File: config.mk
export PLATFORM = sky130hd
export DESIGN_NAME = keepalive_probe_timeout_unit
export DESIGN_NICKNAME = d
export VERILOG_FILES = /design/src/hdl/kpt_pkg.sv /design/src/hdl/kpt_cfg_regs.sv /design/src/hdl/kpt_engine.sv /design/src/hdl/keepalive_probe_timeout_unit.sv
export SDC_FILE = /design/constraint.sdc
export NUM_CORES = 1
export LEC_CHECK = 0
export BUFFER_PORTS_ARGS = -buffer_cell sky130_fd_sc_hd__buf_4
export CORE_MARGIN = 2
export CORE_UTILIZATION = 35
export CTS_CLUSTER_DIAMETER = 40
export DETAILED_ROUTE_END_ITERATION = 10
export PLACE_DENSITY = 0.53
export RECOVER_POWER = 25
export SLEW_MARGIN = 10
export SYNTH_ARGS = -nofsm -noshare
export SYNTH_HDL_FRONTEND = slang
export SYNTH_HIERARCHICAL = 1
export SYNTH_SLANG_ARGS = --single-unit
File: constraint.sdc
create_clock -name clk -period 6 [get_ports clk]
set_input_delay 0.6 -clock clk [delete_from_list [all_inputs] [get_ports clk]]
set_output_delay 0.6 -clock clk [all_outputs]
set_load 0.01 [all_outputs]
File: src/hdl/kpt_pkg.sv
package kpt_pkg;

    localparam int TIME_W  = 32;
    localparam int ID_W    = 16;
    localparam int CMD_W   = 2;
    localparam int CFG_IDX_W = 1;
    localparam int CFG_DATA_W = 32;

    localparam logic [TIME_W-1:0] SEND_INTERVAL_RST    = 32'd1000;
    localparam logic [TIME_W-1:0] RESPONSE_TIMEOUT_RST = 32'd5000;

    typedef enum logic [CMD_W-1:0] {
        CMD_POLL     = 2'd0,
        CMD_RESPONSE = 2'd1,
        CMD_RESET    = 2'd2
    } kpt_cmd_t;

    localparam logic [CFG_IDX_W-1:0] REG_SEND_INTERVAL    = 1'd0;
    localparam logic [CFG_IDX_W-1:0] REG_RESPONSE_TIMEOUT = 1'd1;

    typedef struct packed {
        logic [TIME_W-1:0] send_interval;
        logic [TIME_W-1:0] response_timeout;
    } kpt_cfg_t;

    typedef struct packed {
        logic            send_keepalive;
        logic            send_probe;
        logic [ID_W-1:0] probe_id;
        logic            timed_out;
    } kpt_result_t;

endpackage

File: src/hdl/kpt_cfg_regs.sv
module kpt_cfg_regs
    import kpt_pkg::*;
(
    input  logic                  clk,
    input  logic                  rst_n,
    input  logic                  cfg_we,
    input  logic [CFG_IDX_W-1:0]  cfg_index,
    input  logic [CFG_DATA_W-1:0] cfg_data,
    output kpt_cfg_t              cfg
);

    logic [TIME_W-1:0] send_interval_reg;
    logic [TIME_W-1:0] response_timeout_reg;

    always_ff @(posedge clk or negedge rst_n)
    begin
        if (!rst_n)
        begin
            send_interval_reg    <= SEND_INTERVAL_RST;
            response_timeout_reg <= RESPONSE_TIMEOUT_RST;
        end
        else if (cfg_we)
        begin
            unique case (cfg_index)
                REG_SEND_INTERVAL:    send_interval_reg    <= cfg_data[TIME_W-1:0];
                REG_RESPONSE_TIMEOUT: response_timeout_reg <= cfg_data[TIME_W-1:0];
                default: ;
            endcase
        end
    end

    assign cfg.send_interval    = send_interval_reg;
    assign cfg.response_timeout = response_timeout_reg;

endmodule

File: src/hdl/kpt_engine.sv
module kpt_engine
    import kpt_pkg::*;
(
    input  logic              clk,
    input  logic              rst_n,
    input  logic              fire,
    input  logic [CMD_W-1:0]  command,
    input  logic [TIME_W-1:0] now_time,
    input  logic [ID_W-1:0]   response_id,
    input  kpt_cfg_t          cfg,
    output kpt_result_t       result
);

    logic [ID_W-1:0]   next_probe_reg,    next_probe_next;
    logic              pending_valid_reg, pending_valid_next;
    logic [ID_W-1:0]   pending_id_reg,    pending_id_next;
    logic              response_seen_reg, response_seen_next;
    logic [TIME_W-1:0] response_time_reg, response_time_next;
    logic              tick_seen_reg,     tick_seen_next;
    logic [TIME_W-1:0] tick_time_reg,     tick_time_next;

    logic [TIME_W-1:0] since_response;
    logic [TIME_W-1:0] since_tick;
    logic              timeout_hit;
    logic              interval_open;

    assign since_response = now_time - response_time_reg;
    assign since_tick     = now_time - tick_time_reg;
    assign timeout_hit    = response_seen_reg && (since_response > cfg.response_timeout);
    assign interval_open  = !(tick_seen_reg && (since_tick < cfg.send_interval));

    always_comb
    begin
        next_probe_next    = next_probe_reg;
        pending_valid_next = pending_valid_reg;
        pending_id_next    = pending_id_reg;
        response_seen_next = response_seen_reg;
        response_time_next = response_time_reg;
        tick_seen_next     = tick_seen_reg;
        tick_time_next     = tick_time_reg;
        result             = '0;

        case (command)
            CMD_POLL:
            begin
                if (timeout_hit)
                begin
                    result.timed_out   = 1'b1;
                    next_probe_next    = '0;
                    pending_valid_next = 1'b0;
                    pending_id_next    = '0;
                    response_seen_next = 1'b0;
                    response_time_next = '0;
                    tick_seen_next     = 1'b0;
                    tick_time_next     = '0;
                end
                else if (interval_open)
                begin
                    result.send_keepalive = 1'b1;
                    result.send_probe     = 1'b1;
                    result.probe_id       = next_probe_reg;
                    tick_seen_next        = 1'b1;
                    tick_time_next        = now_time;
                    pending_valid_next    = 1'b1;
                    pending_id_next       = next_probe_reg;
                    next_probe_next       = next_probe_reg + 1'b1;
                    if (!response_seen_reg)
                    begin
                        response_seen_next = 1'b1;
                        response_time_next = now_time;
                    end
                end
            end
            CMD_RESPONSE:
            begin
                if (pending_valid_reg && (pending_id_reg == response_id))
                begin
                    pending_valid_next = 1'b0;
                    response_seen_next = 1'b1;
                    response_time_next = now_time;
                end
            end
            CMD_RESET:
            begin
                next_probe_next    = '0;
                pending_valid_next = 1'b0;
                pending_id_next    = '0;
                response_seen_next = 1'b0;
                response_time_next = '0;
                tick_seen_next     = 1'b0;
                tick_time_next     = '0;
            end
            default: ;
        endcase
    end

    always_ff @(posedge clk or negedge rst_n)
    begin
        if (!rst_n)
        begin
            next_probe_reg    <= '0;
            pending_valid_reg <= 1'b0;
            pending_id_reg    <= '0;
            response_seen_reg <= 1'b0;
            response_time_reg <= '0;
            tick_seen_reg     <= 1'b0;
            tick_time_reg     <= '0;
        end
        else if (fire)
        begin
            next_probe_reg    <= next_probe_next;
            pending_valid_reg <= pending_valid_next;
            pending_id_reg    <= pending_id_next;
            response_seen_reg <= response_seen_next;
            response_time_reg <= response_time_next;
            tick_seen_reg     <= tick_seen_next;
            tick_time_reg     <= tick_time_next;
        end
    end

`ifndef NO_ASSERTIONS
    a_pending_implies_seen: assert property (@(posedge clk) disable iff (!rst_n)
        pending_valid_reg |-> (tick_seen_reg && response_seen_reg))
        else $error("pending probe without tick/response record");

    a_timeout_clears: assert property (@(posedge clk) disable iff (!rst_n)
        (fire && result.timed_out) |=>
            (!pending_valid_reg && !response_seen_reg && !tick_seen_reg
             && next_probe_reg == '0))
        else $error("timeout did not clear state");

    a_probe_advances: assert property (@(posedge clk) disable iff (!rst_n)
        (fire && result.send_probe) |=>
            (next_probe_reg == $past(next_probe_reg) + 1'b1
             && pending_id_reg == $past(next_probe_reg) && pending_valid_reg))
        else $error("probe id did not advance");

    a_idle_holds: assert property (@(posedge clk) disable iff (!rst_n)
        !fire |=> ($stable(next_probe_reg) && $stable(pending_valid_reg)
                   && $stable(response_time_reg) && $stable(tick_time_reg)))
        else $error("state changed without a transfer");
`endif

endmodule

File: src/hdl/keepalive_probe_timeout_unit.sv
// A transferred input goes to the input register, then its result to the result register.
// One item per cycle unless out_ready stalls; state update is a single compare/subtract pass.
// Input and result registers decouple the two channels, so a new item is taken into
// an empty input register while a result waits for out_ready.
// Reset (rst_n, async, active low): state cleared, send_interval=1000, response_timeout=5000.
module keepalive_probe_timeout_unit
    import kpt_pkg::*;
(
    input  logic                  clk,
    input  logic                  rst_n,

    input  logic                  cfg_we,
    input  logic [CFG_IDX_W-1:0]  cfg_index,
    input  logic [CFG_DATA_W-1:0] cfg_data,

    input  logic                  in_valid,
    output logic                  in_ready,
    input  logic [CMD_W-1:0]      command,
    input  logic [TIME_W-1:0]     now_time,
    input  logic [ID_W-1:0]       response_id,

    output logic                  out_valid,
    input  logic                  out_ready,
    output logic                  send_keepalive,
    output logic                  send_probe,
    output logic [ID_W-1:0]       probe_id,
    output logic                  timed_out
);

    kpt_cfg_t          cfg;
    kpt_result_t       result;

    logic              in_valid_reg;
    logic [CMD_W-1:0]  command_reg;
    logic [TIME_W-1:0] now_time_reg;
    logic [ID_W-1:0]   response_id_reg;

    logic              out_valid_reg;
    kpt_result_t       result_reg;

    logic              advance;

    assign advance  = in_valid_reg && (!out_valid_reg || out_ready);
    assign in_ready = !in_valid_reg || advance;

    kpt_cfg_regs u_cfg (
        .clk       (clk),
        .rst_n     (rst_n),
        .cfg_we    (cfg_we),
        .cfg_index (cfg_index),
        .cfg_data  (cfg_data),
        .cfg       (cfg)
    );

    kpt_engine u_engine (
        .clk         (clk),
        .rst_n       (rst_n),
        .fire        (advance),
        .command     (command_reg),
        .now_time    (now_time_reg),
        .response_id (response_id_reg),
        .cfg         (cfg),
        .result      (result)
    );

    always_ff @(posedge clk or negedge rst_n)
    begin
        if (!rst_n)
        begin
            in_valid_reg <= 1'b0;
        end
        else if (in_ready)
        begin
            in_valid_reg <= in_valid;
        end
    end

    always_ff @(posedge clk)
    begin
        if (in_valid && in_ready)
        begin
            command_reg     <= command;
            now_time_reg    <= now_time;
            response_id_reg <= response_id;
        end
    end

    always_ff @(posedge clk or negedge rst_n)
    begin
        if (!rst_n)
        begin
            out_valid_reg <= 1'b0;
        end
        else if (advance)
        begin
            out_valid_reg <= 1'b1;
        end
        else if (out_ready)
        begin
            out_valid_reg <= 1'b0;
        end
    end

    always_ff @(posedge clk)
    begin
        if (advance)
        begin
            result_reg <= result;
        end
    end

    assign out_valid      = out_valid_reg;
    assign send_keepalive = result_reg.send_keepalive;
    assign send_probe     = result_reg.send_probe;
    assign probe_id       = result_reg.probe_id;
    assign timed_out      = result_reg.timed_out;

endmodule
=== Word-level counts from Yosys, hierarchy flattened ===
Index checks and enable logic that the tools add are counted.

* Output and inout bits: 21
* Bits in writable memories: 0
* Memories: 0
* Word-level logic and storage cells: 76
* Bits in read-only memories: 0
* Bits of input ports: 88
* Register bits after elaboration: 234
* Bits in latches: 0

* Equal/unequal tests: 6
* Shifts and indexed selects: 0
* Reduce and logical (&&, ||, !) cells: 20
* $add $sub $neg: 3
* Order comparisons: 2
* Multipliers: 0
* Bitwise logic cells: 2
* Mux-type cells: 25
* Divide/modulo/power cells: 0

{| class="wikitable"
|+ Operators by type and width
! operator !! count
|-
| 32-bit 2-to-1 mux || 6
|-
| 32-bit case mux with 3 select lines || 1
|-
| 16-bit 2-to-1 mux || 4
|-
| 16-bit case mux with 2 select lines || 2
|-
| 32-bit case mux with 2 select lines || 1
|-
| 32-bit subtractor || 2
|-
| 32-bit > comparator || 1
|-
| 32-bit < comparator || 1
|-
| 18-bit 2-to-1 mux || 1
|-
| 16-bit by 1-bit adder with 16-bit output (second input constant) || 1
|-
| 16-bit == test || 1
|-
| 1-bit 2-to-1 mux || 7
|-
| 1-bit case mux with 3 select lines || 2
|-
| 1-bit logical AND || 5
|-
| 5-bit AND reduction || 1
|-
| 2-bit AND reduction || 2
|-
| 4-bit AND reduction || 1
|-
| 2-bit nonzero test || 2
|-
| 3-bit by 2-bit inequality test with 1-bit output (second input constant) || 1
|-
| 3-bit inequality test (second input constant) || 1
|-
| 3-bit AND reduction || 1
|-
| 3-bit nonzero test || 1
|-
| 3-bit OR reduction || 1
|-
| 2-bit by 1-bit == test with 1-bit output (second input constant) || 1
|-
| 8 further kinds || 11
|}

=== Logic depth before layout (Yosys ltp) ===
Gate-level depths: netlist of the first run.

* Depth in word-level cells: 6
* Gate-level depth with buffers: 27
* Gate-level depth less buffers: 25

=== Hierarchy ===
The synthesis of the first run kept the hierarchy.

{| class="wikitable"
|+ By module, submodules not included
! module !! cells each !! seq. area each (µm²) !! times used !! area each (µm²)
|-
| kpt_engine || 1084 || 2477.4 || 1 || 9082.5
|-
| kpt_cfg_regs || 137 || 1615.3 || 1 || 2439.8
|-
| keepalive_probe_timeout_unit || 77 || 2122.0 || 1 || 2175.8
|}

=== Least setup slack after synthesis of the first run ===
Ideal clock, no wire load.

* Kind: register -> register
* From: reg now_time_reg[1]
* To: reg u_engine.response_time_reg[10]
* Arrival time: 4878 ps
* Period minus slack after synthesis: 5011 ps
* Cell stages (with the launch flop): 24
* Required time: 5867 ps
* Path buffers: 1
* Library setup time: 133 ps
* Path slack: 989 ps
* Path through: edfxtp_1 -> ha_1 -> nor2b_1 -> o31a_1 -> o21a_1 -> a21oi_1 -> or4_1 -> a31oi_1 -> a211o_1 -> a21o_1 -> a21oi_1 -> xnor2_1 -> ha_1 -> a21o_1 -> a21o_1 -> a21oi_1 -> o21ai_0 -> or3_4 -> nor3_2 -> o21ai_2 -> o211ai_2 -> or2_2 -> clkbuf_1 -> o21ai_0

* Longest elaborated chain between the ends: 5
* Elaborated cells on any way between the ends: 11
* Those cells by class: add/sub (2); order compare (2); eq/ne (2); mux (2); reduce/logical (3)

{| class="wikitable"
|+ RTL lines
! what !! RTL line !! source
|-
| start, declared || keepalive_probe_timeout_unit.sv:35 || <nowiki>logic [TIME_W-1:0] now_time_reg;</nowiki>
|-
| start signal, assigned || keepalive_probe_timeout_unit.sv:83 || <nowiki>now_time_reg <= now_time;</nowiki>
|-
| 32-bit subtractor (on tied branches) || kpt_engine.sv:27, kpt_engine.sv:28 ||
|-
| 32-bit > comparator or 32-bit < comparator (tied branches) || kpt_engine.sv:29, kpt_engine.sv:30 ||
|-
| 1-bit logical AND (on tied branches) || kpt_engine.sv:29, kpt_engine.sv:30 ||
|-
| 3-bit inequality test (no source line), or another cell as far along || n/a ||
|-
| 5-bit AND reduction (no source line) or 32-bit case mux with 3 select lines (tied branches) || n/a ||
|-
| end signal, assigned || kpt_engine.sv:115 || <nowiki>response_time_reg <= response_time_next;</nowiki>
|-
| end, declared || kpt_engine.sv:18 || <nowiki>logic [TIME_W-1:0] response_time_reg, response_time_next;</nowiki>
|}

Several ways; a longest one is shown, not always the timed one.
A chain may end at the register's enable or synchronous reset.

=== Final worst setup path of the first run ===
* From: reg now_time_reg[1]
* To: reg u_engine.next_probe_reg[2]

* Longest elaborated chain between the ends: 5
* Elaborated cells on any way between the ends: 10
* Those cells by class: add/sub (2); order compare (2); eq/ne (1); mux (2); reduce/logical (3)

{| class="wikitable"
|+ RTL lines
! what !! RTL line !! source
|-
| 32-bit subtractor (on tied branches) || kpt_engine.sv:28, kpt_engine.sv:27 ||
|-
| 32-bit < comparator or 32-bit > comparator (tied branches) || kpt_engine.sv:30, kpt_engine.sv:29 ||
|-
| 1-bit logical AND (on tied branches) || kpt_engine.sv:30, kpt_engine.sv:29 ||
|-
| 3-bit by 2-bit inequality test with 1-bit output (no source line) or 16-bit 2-to-1 mux (tied branches) || n/a ||
|-
| 3-bit AND reduction (no source line) or 16-bit case mux with 2 select lines (tied branches) || n/a ||
|-
| end signal, assigned || kpt_engine.sv:111 || <nowiki>next_probe_reg <= next_probe_next;</nowiki>
|-
| end, declared || kpt_engine.sv:14 || <nowiki>logic [ID_W-1:0] next_probe_reg, next_probe_next;</nowiki>
|}

Several ways; a longest one is shown, not always the timed one.

==> results of run 1 <==
[worst reg2reg max path: cells and delay by family (launching register included)]
kind,cells,cell delay (ps)
adders and majority gates,2,620
AOI/OAI and AO/OA,14,2230
muxes,1,130
DFF,1,500
and+or+nand+nor,4,1570
xor gates and xnor gates,1,140
buffers and inverters,2,420
[metal layers]
layer,share of wire,GRT usage,wire length [um],up-vias
met5,0.00041,0,14,-
met4,0.022,0.0565,742,2
met3,0.036,0.0290,1220,47
met2,0.46,0.267,15800,177
met1,0.48,0.232,16400,4891
li1,-,-,-,4909
[report_power, final]
| part | internal, mW | switching [mW] |
|---|---|---|
| registers | 1.98 | 0.187 |
| clock network | 1.53 | 0.929 |
| logic | 1.65 | 1.95 |
| total | 5.15 | 3.07 |
[what timing repair did]
action,in CTS,in global routing
endpoints found under the hold margin,32,0
gates resized for setup,0,14
hold buffers,1,0
buffers inserted,0,4
endpoints found under the setup margin,0,105
[synthesized netlist by cell type, types with 18 or more instances]
master	instances	area, sq um
a21o_1	40	300
a21oi_1	74	370
a22o_1	50	438
and2_1	25	156
and3_1	20	125
dfrtp_1	154	3850
edfxtp_1	69	2070
ha_1	130	1630
inv_1	144	541
mux2_2	58	653
nand2_1	73	274
nor2_1	48	180
nor2b_1	18	113
o21a_1	22	165
o21ai_0	95	475
xnor2_1	39	342
xor2_1	30	263
[stage by stage]
stage	hold WS (ps)	setup TNS, ps	area, sq um	std cells
CTS	154	0	16700	1989
global placement	470	0	15200	1908
floorplan	304	0	13700	1298
detailed placement	462	0	15200	1908
global route	196	-52.7	16700	1996
finish	212	0	16700	1996
[area by class of cell]
class / count / area [sq um]
Clock buffer: 49 / 1130
Clock inverter: 31 / 359
Fill cell: 3692 / 21900
Inverter: 144 / 541
Multi-Input combinational cell: 882 / 6780
Sequential cell: 234 / 6210
Tap cell: 518 / 648
Timing Repair Buffer: 138 / 1070
[worst paths after layout]
kind                                        start                        endpoint  slack [ps]  depth (start not counted)
setup / recovery                  now_time_reg[1]      u_engine/next_probe_reg[2]         300                         24
hold / removal                    response_id[14]             response_id_reg[14]         210                          1
setup reg to reg                  now_time_reg[1]      u_engine/next_probe_reg[2]         300                         24
hold reg to reg            u_engine/tick_seen_reg          u_engine/tick_seen_reg         470                          1
max in group asynchronous                   rst_n  u_engine/response_time_reg[28]        2560                          3
min in group asynchronous                   rst_n   u_cfg/response_timeout_reg[6]        1330                          2
[cells by family (layout without fill, tap and decap cells)]
logic type | Yosys count | in the layout | synth area share
AO/OA/AOI/OAI | 332 | 332 | 0.158
flip-flops | 234 | 234 | 0.454
buffers and inverters | 182 | 362 | 0.0544
multiplexers | 77 | 77 | 0.0645
adder cells (fa/ha/maj) | 132 | 132 | 0.122
AND/OR/NAND/NOR | 272 | 272 | 0.104
XOR/XNOR | 69 | 69 | 0.0441
==> summary.txt, run 1 <==
Synth
  • Ys Warns: 6
  • Post-synth cell types: 67
  • Sequential fraction of the synthesis area: 0.454
  • Number of synthesized flops with an enable pin: 69
  • Synthesized flop and latch total: about 230
  • Synth Instances: 1298
  • Syn_nets: between 1500 and 2000
  • Avg Inst Size Synth: 10.6 sq um
  • Syn Std Cell Area: 13700 sq um
  • FFs w/ async S/R, synth: 0.705
  • Ys flop type: dfrtp_1

Drt
  • DR pass1 iterations: 5
  • Antenna-violating nets left: 0
  • WL final: roughly 34000 um
  • DRC: 0
  • Wire per inst: between 15 and 20 um
  • Vias post-DR: 10026
  • Iteration-0 DRC Markers: 508
  • Routed vias/inst: 5.02

Setup path
  • Crit path required time: 6510 ps
  • Worst-path fanout max: 17
  • Crit path DAT: 6210 ps
  • Family with the most delay on the worst path: compound AO/OA/AOI/OAI gates
  • Crit Path Category: reg2reg
  • Crit. End Element: flip-flop
  • Buf/Inv on CP: 2
  • Slowest-stage cell, CP: or4_1
  • CP cell instances: ha_1, nor2b_1, o31a_1, o21a_1, a21oi_1, or4_1, a31oi_4, a21o_1, a21o_1, a21oi_1, xnor2_1, ha_1, a21o_1, a21o_1, a21oi_1, o21ai_0, or3_4, o211ai_1, o21ai_2, nor4b_4, buf_4, buf_8, a21oi_1, mux2i_1
  • Delay of the slowest critical-path stage: 630 ps
  • Startpoint types: flip-flop

STA
  • Slew Limit Fails: 110
  • Final worst path period need: 5700 ps
  • Layout Skew: 31.0 ps
  • Setup ws final: 299 ps
  • Final-report setup violation count: 0
  • Part of the cycle the worst path needs: 0.950
  • Fmax: 175 MHz
  • Final hold vios: 0
  • Slew margin rel.: -0.632
  • Worst Tran Pin Value: 2450 ps

Run
  • Max Cap Viol: 3

Floorplan
  • Core area: 38600 sq um
  • Height of the die: between 200 and 250 um
  • IO Pins: 109
  • Cell Rows: 72
  • Die footprint: 40700 sq um
  • Initial core utilization: 0.354
  • Die W: ~200 um

Status
  • Status: finished with violations
  • Failing checks: capacitance limit, slew limit

Clock network
  • Root Buffer: clkbuf_16
  • H-tree depth: 2
  • CTS Buffer Depth: 3
  • Worst-path clk slew: 60 ps
  • # clock sinks: 234
  • CTS tree: built
  • Clk Latency, worst-skew pair: 580 ps
  • CTS buffer count: 43

Place
  • Pre-CTS setup slack: between 50 and 60 ps
  • Routability Congestion: between 0.8 and 0.9
  • Port Buffers: 108
  • Final HPWL DP: between 20000 and 25000 um

Power
  • VDD IR max: 213 uV
  • Power Density: roughly 500 nW/um^2
  • Pwr Total: 8.22 mW
  • Leak: roughly 7.6 nW

Final layout
  • NumNets Final: approximately 1700
  • Commonest cells after routing, fill and taps aside: dfrtp_1 (154), inv_1 (144), ha_1 (130), o21ai_0 (94), buf_4 (78)
  • Fin util: 0.433
  • Most common cell after layout, fill and taps aside: dfrtp_1
  • Area delta synth->final: 22.2%
  • Share of cells above drive strength 1: 0.203
  • Ant. Diodes: 0

GRT
  • Total global routing overflow: 0
  • Pin count of the biggest net entering global routing: 77
  • Vias in the first global route: 10085
  • Initial antenna violation count: 1
  • First-pass GRT wire length: between 50000 and 60000 um
  • Global Route Usage Sum: 0.168

Hold path
  • Worst Hold Class: in2reg
(Power assumes the default switching activity.)
==> inputs of run 2 (changes only) <==
--- a/config.mk
+++ b/config.mk
@@ -6,7 +6,6 @@
 export NUM_CORES = 1
 export LEC_CHECK = 0
 export BUFFER_PORTS_ARGS = -buffer_cell sky130_fd_sc_hd__buf_4
-export CORE_MARGIN = 2
 export CORE_UTILIZATION = 35
 export CTS_CLUSTER_DIAMETER = 40
 export DETAILED_ROUTE_END_ITERATION = 10
==> run 2 against run 1 <==
The run still ends with capacitance limit, slew limit left. Clock skew shrank 12 ps. Flip-flop and latch count is the same. Clock power grew 8%. Clock-buffer cell count grew 5. First-iteration DRC count grew 24%. Critical path depth grew 1. Total power grew 2.6%. Combinational power is essentially flat. Fmax grew 0.36%. Non-clock buffer count shrank 2. Cell count grew 0.30%. Cell area grew 0.83%. Critical endpoint is now u_engine/next_probe_reg[13]. Largest power group unchanged. Highest routed layer unchanged.
==> summary.txt, run 2 (synthesis gave the netlist of run 1 again) <==
Setup path
  • Crit. End Element: flip-flop
  • Worst-path fanout max: 32
  • Crit Path Category: reg2reg
  • Slowest-stage cell, CP: or4_1
  • Critical path launch point: now_time_reg[1]
  • Buf/Inv on CP: 3
  • Crit path DAT: just over 6000 ps
  • Startpoint types: flip-flop
  • Top cell by count, worst path: a21o_1
  • Worst r2r src: now_time_reg[1]
  • Family with the most delay on the worst path: compound AO/OA/AOI/OAI gates
  • Crit path required time: 6500 ps
  • Delay of the slowest critical-path stage: 620 ps

STA
  • Final hold vios: 0
  • Worst Tran Pin Value: 2840 ps
  • Layout Skew: 19.2 ps
  • Slew Limit Fails: 110
  • Slew margin rel.: -0.892
  • Fin Setup TNS: 0 ps
  • WHS: roughly 240 ps
  • Final-report setup violation count: 0
  • Setup ws final: 319 ps
  • Final worst path period need: 5680 ps
  • Fmax: 176 MHz
  • Part of the cycle the worst path needs: 0.947

GRT
  • Total global routing overflow: 0
  • Pin count of the biggest net entering global routing: 66
  • Global Route Usage Sum: 0.174
  • First-pass GRT wire length: 53700 um
  • Initial antenna violation count: 1
  • Vias in the first global route: 9910

Drt
  • WL final: 34900 um
  • DRC: 0
  • Vias post-DR: ~10000
  • Met3 routed WL: 1490 um
  • M1 WL: 16600 um
  • Max Used Layer: met5
  • DR pass1 iterations: 7
  • DR WL met2: roughly 16000 um
  • Routed vias/inst: 5.05
  • Wire per inst: 17.5 um
  • Iteration-0 DRC Markers: approximately 630
  • Antenna-violating nets left: 0

Final layout
  • Fin util: 0.437
  • Ant. Diodes: 0
  • # fillers: 3732
  • NumNets Final: 1667
  • Most common cell after layout, fill and taps aside: dfrtp_1
  • Post-layout instance area: 16900 sq um
  • Commonest cells after routing, fill and taps aside: dfrtp_1 (154), inv_1 (144), ha_1 (130), o21ai_0 (95), buf_4 (77)
  • Non-Filler Instances: 2002
  • Area delta synth->final: 23.2%
  • Share of cells above drive strength 1: 0.208

Floorplan
  • Die W: 200 um
  • Die footprint: 39900 sq um
  • Initial core utilization: 0.354
  • Cell Rows: 72
  • Core area: 38600 sq um
  • Height of the die: 200 um
  • IO Pins: roughly 110

Clock network
  • Worst-path clk slew: 50 ps
  • CTS tree: built
  • H-tree depth: 2
  • CTS Buffer Depth: 3
  • Clk Latency, worst-skew pair: approximately 560 ps
  • # clock sinks: around 230
  • CTS buffer count: 46
  • Root Buffer: clkbuf_16

Place
  • DP Area: 15200 sq um
  • Cells after DPL: approximately 1900
  • Port Buffers: about 110
  • Pre-CTS setup slack: 37.8 ps
  • Routability Congestion: 0.888
  • Final HPWL DP: between 20000 and 25000 um

Status
  • Status: finished with violations
  • Failing checks: capacitance limit, slew limit

Power
  • Leak: about 7.7 nW
  • Power Density: 500 nW/um^2
  • Pwr Total: 8.44 mW
  • VDD IR max: 242 uV

Run
  • Max Cap Viol: 3

Hold path
  • Worst Hold Class: in2reg
  • Min-delay src: now_time[15]
-- run 2: path summary, 6_finish.rpt --
kind                                            endpoint  slack (ps)  depth (start not counted)
min in group asynchronous     u_engine/tick_time_reg[25]        1510                          2
hold / removal                          now_time_reg[15]         240                          1
setup reg to reg             u_engine/next_probe_reg[13]         320                         25
setup / recovery             u_engine/next_probe_reg[13]         320                         25
hold reg to reg                   u_engine/tick_seen_reg         500                          1
max in group asynchronous  u_engine/response_time_reg[4]        2420                          3
-- run 2: metal layers --
metal  GRT usage  up-vias
li1            -     4934
met1       0.241     4918
met2       0.271      210
met3      0.0302       56
met4      0.0636        2
met5           0        -
-- run 2: area by class of cell --
class / count / area, sq um / share of cell area
timing repair buffer: 136 / 1050 / 0.0621
multi-input combinational: 885 / 6830 / 0.405
clock inverter: 31 / 374 / 0.0222
sequential: 234 / 6210 / 0.368
inverter: 144 / 541 / 0.0320
clock buffer: 54 / 1220 / 0.0724
tap: 518 / 648 / 0.0384
-- run 2: what timing repair did --
action                                  4_1_cts  5_1_grt
endpoints found under the hold margin         6        0
endpoints found under the setup margin        0      117
gates resized for setup                       0       17
setup buffers                                 0        3
hold buffers                                  1        0
-- run 2: power breakdown --
part	switching (mW)	total [mW]	internal (mW)
combinational	1.98	3.63	1.65
clock	0.881	2.64	1.76
sequential	0.186	2.17	1.98
total	3.05	8.44	5.39
==> inputs of run 3 (changes only) <==
--- a/config.mk
+++ b/config.mk
@@ -9,7 +9,7 @@
 export CORE_UTILIZATION = 35
 export CTS_CLUSTER_DIAMETER = 40
 export DETAILED_ROUTE_END_ITERATION = 10
-export PLACE_DENSITY = 0.53
+export PLACE_DENSITY = 0.65
 export RECOVER_POWER = 25
 export SLEW_MARGIN = 10
 export SYNTH_ARGS = -nofsm -noshare
==> constraint.sdc (replaced) <==
create_clock -name clk -period 4.7 [get_ports clk]
set_input_delay 0.47 -clock clk [delete_from_list [all_inputs] [get_ports clk]]
set_output_delay 0.47 -clock clk [all_outputs]
set_load 0.01 [all_outputs]
==> run 3 against run 2 <==
The run ends with capacitance limit, slew limit, setup timing left. Cell area grew 13%. Clock skew grew 2.7 ps. Die area is the same.
==> summary.txt, run 3 (synthesis gave the netlist of run 1 again) <==
Hold path
  • Hold endpoint: response_id_reg[6]
  • WHS Path Cells: 1
  • Min-delay src: response_id[6]
  • Worst Hold Class: in2reg

Place
  • Port Buffers: approximately 110
  • Pre-CTS setup slack: -885 ps
  • Routability Congestion: 0.897
  • Cells after DPL: 2069
  • Final HPWL DP: 25600 um
  • DP Area: 16600 sq um

Setup path
  • Reg2Reg Capture Point: u_engine/response_time_reg[25]
  • Reg2reg setup slack: -640 ps
  • Family with the most delay on the worst path: compound AO/OA/AOI/OAI gates
  • Worst-path fanout max: 6
  • Buf/Inv on CP: 6
  • Top cell by count, worst path: a21o_1
  • Crit. End Element: flip-flop
  • Worst r2r src: now_time_reg[1]
  • Crit Path Category: reg2reg
  • Crit path required time: 5110 ps
  • Startpoint types: flip-flop
  • Crit path DAT: 5750 ps
  • Delay of the slowest critical-path stage: between 400 and 500 ps
  • Slowest-stage cell, CP: edfxtp_1
  • Depth of the most critical reg-to-reg path: 28

Clock network
  • Worst-path clk slew: 50 ps
  • Root Buffer: clkbuf_16
  • H-tree depth: 2
  • CTS tree: built
  • CTS buffer count: 41
  • # clock sinks: 234
  • Clk Latency, worst-skew pair: between 500 and 600 ps
  • CTS Buffer Depth: 3

GRT
  • First-pass GRT wire length: 58900 um
  • Pin count of the biggest net entering global routing: between 90 and 100
  • Vias in the first global route: 11144
  • Initial antenna violation count: 0
  • Total global routing overflow: 0
  • Global Route Usage Sum: 0.190

Drt
  • Antenna-violating nets left: 0
  • Iteration-0 DRC Markers: 639
  • Routed vias/inst: 5.00
  • DR WL met2: 17900 um
  • Wire per inst: 17.3 um
  • M1 WL: 16900 um
  • DRC: 0
  • Vias post-DR: 10980
  • DR pass1 iterations: 4
  • Met3 routed WL: 1640 um
  • Max Used Layer: met4
  • WL final: 37900 um

STA
  • Fin Setup TNS: -64390 ps
  • Fmax: 187 MHz
  • Final-report setup violation count: 118
  • Slew margin rel.: -0.480
  • Setup ws final: -644 ps
  • WHS: roughly 130 ps
  • Part of the cycle the worst path needs: 1.14
  • Layout Skew: 21.9 ps
  • Slew Limit Fails: 139
  • Final worst path period need: 5340 ps
  • RSZ-0062 raised after global routing: yes
  • Worst Tran Pin Value: around 2200 ps
  • Final hold vios: 0

Final layout
  • Post-layout instance area: 19000 sq um
  • Non-Filler Instances: 2195
  • Commonest cells after routing, fill and taps aside: buf_4 (231), dfrtp_1 (154), inv_1 (142), ha_1 (127)
  • # fillers: 3439
  • NumNets Final: 1864
  • Share of cells above drive strength 1: 0.336
  • Ant. Diodes: 0
  • Most common cell after layout, fill and taps aside: buf_4
  • Area delta synth->final: 39.0%

Floorplan
  • Core area: 38600 sq um
  • Die footprint: 39900 sq um
  • Die W: 200 um
  • Height of the die: around 200 um
  • Cell Rows: 72
  • Initial core utilization: 0.354
  • IO Pins: 109

Run
  • Max Cap Viol: 3

Status
  • Status: finished with violations
  • Failing checks: capacitance limit, slew limit, setup timing

Power
  • Leak: 8.83 nW
  • VDD IR max: 275 uV
  • Power Density: between 600 and 700 nW/um^2
==> run 3: cell count changes in the layout (fill, tap and decap cells not counted), moves of 5 or more <==
| cell | change |
|---|---|
| clkinv_2 | -5 |
| o21ai_1 | +12 |
| buf_4 | +154 |
| buf_6 | +17 |
| buf_16 | +8 |
| o21ai_0 | -41 |
| a21oi_2 | +16 |
| a21oi_1 | -16 |
| o21ai_2 | +28 |
| buf_12 | +19 |
==> run 3: how the worst max path moves through the flow <==
stage                    start                              to  slack [ps]  cells after the start
6_report       now_time_reg[1]  u_engine/response_time_reg[25]        -640                     28
5_1_grt        now_time_reg[0]  u_engine/response_time_reg[18]        -900                     29
4_1_cts        now_time_reg[0]  u_engine/response_time_reg[19]        -560                     29
3_5_place_dp   now_time_reg[0]      u_engine/tick_time_reg[14]        -880                     28
3_3_place_gp   now_time_reg[0]      u_engine/tick_time_reg[18]        -780                     28
2_1_floorplan  now_time_reg[1]     u_engine/next_probe_reg[11]        -220                     24
==> run 3: area by class of cell <==
cell class	count	area, sq um	area share
multi-input cells	882	7090	0.373
flip-flops and latches	234	6210	0.326
repair buffers	341	3160	0.166
clock buffers	53	1150	0.0606
well taps	518	648	0.0340
inverters	144	541	0.0284
clock inverters	23	226	0.0119
==> run 3: metal layers <==
| layer | global-route usage | vias up |
|---|---|---|
| met1 | 0.250 | 5352 |
| met2 | 0.304 | 226 |
| li1 | - | 5330 |
| met3 | 0.0343 | 72 |
| met5 | 0 | - |
| met4 | 0.0831 | 0 |
==> run 3: what timing repair did <==
item	in CTS	in global routing
setup endpoints to repair	118	118
cloned	11	8
gates resized for setup	78	34
hold buffers	1	0
setup buffers	31	6
hold endpoints to repair	33	0
pin swaps	39	25
==> run 3: power by group <==
group | switching [mW] | internal [mW]
logic | 3.00 | 3.11
registers | 0.248 | 2.53
clock network | 1.07 | 1.91
==> run 3: metrics by stage <==
stage / total power [mW] / util
2_1_floorplan: 6.25 / -
3_3_place_gp: 8.10 / 0.429
3_5_place_dp: 8.25 / 0.429
4_1_cts: 11.8 / 0.488
5_1_grt: 12.7 / 0.493
6_report: 11.9 / 0.493
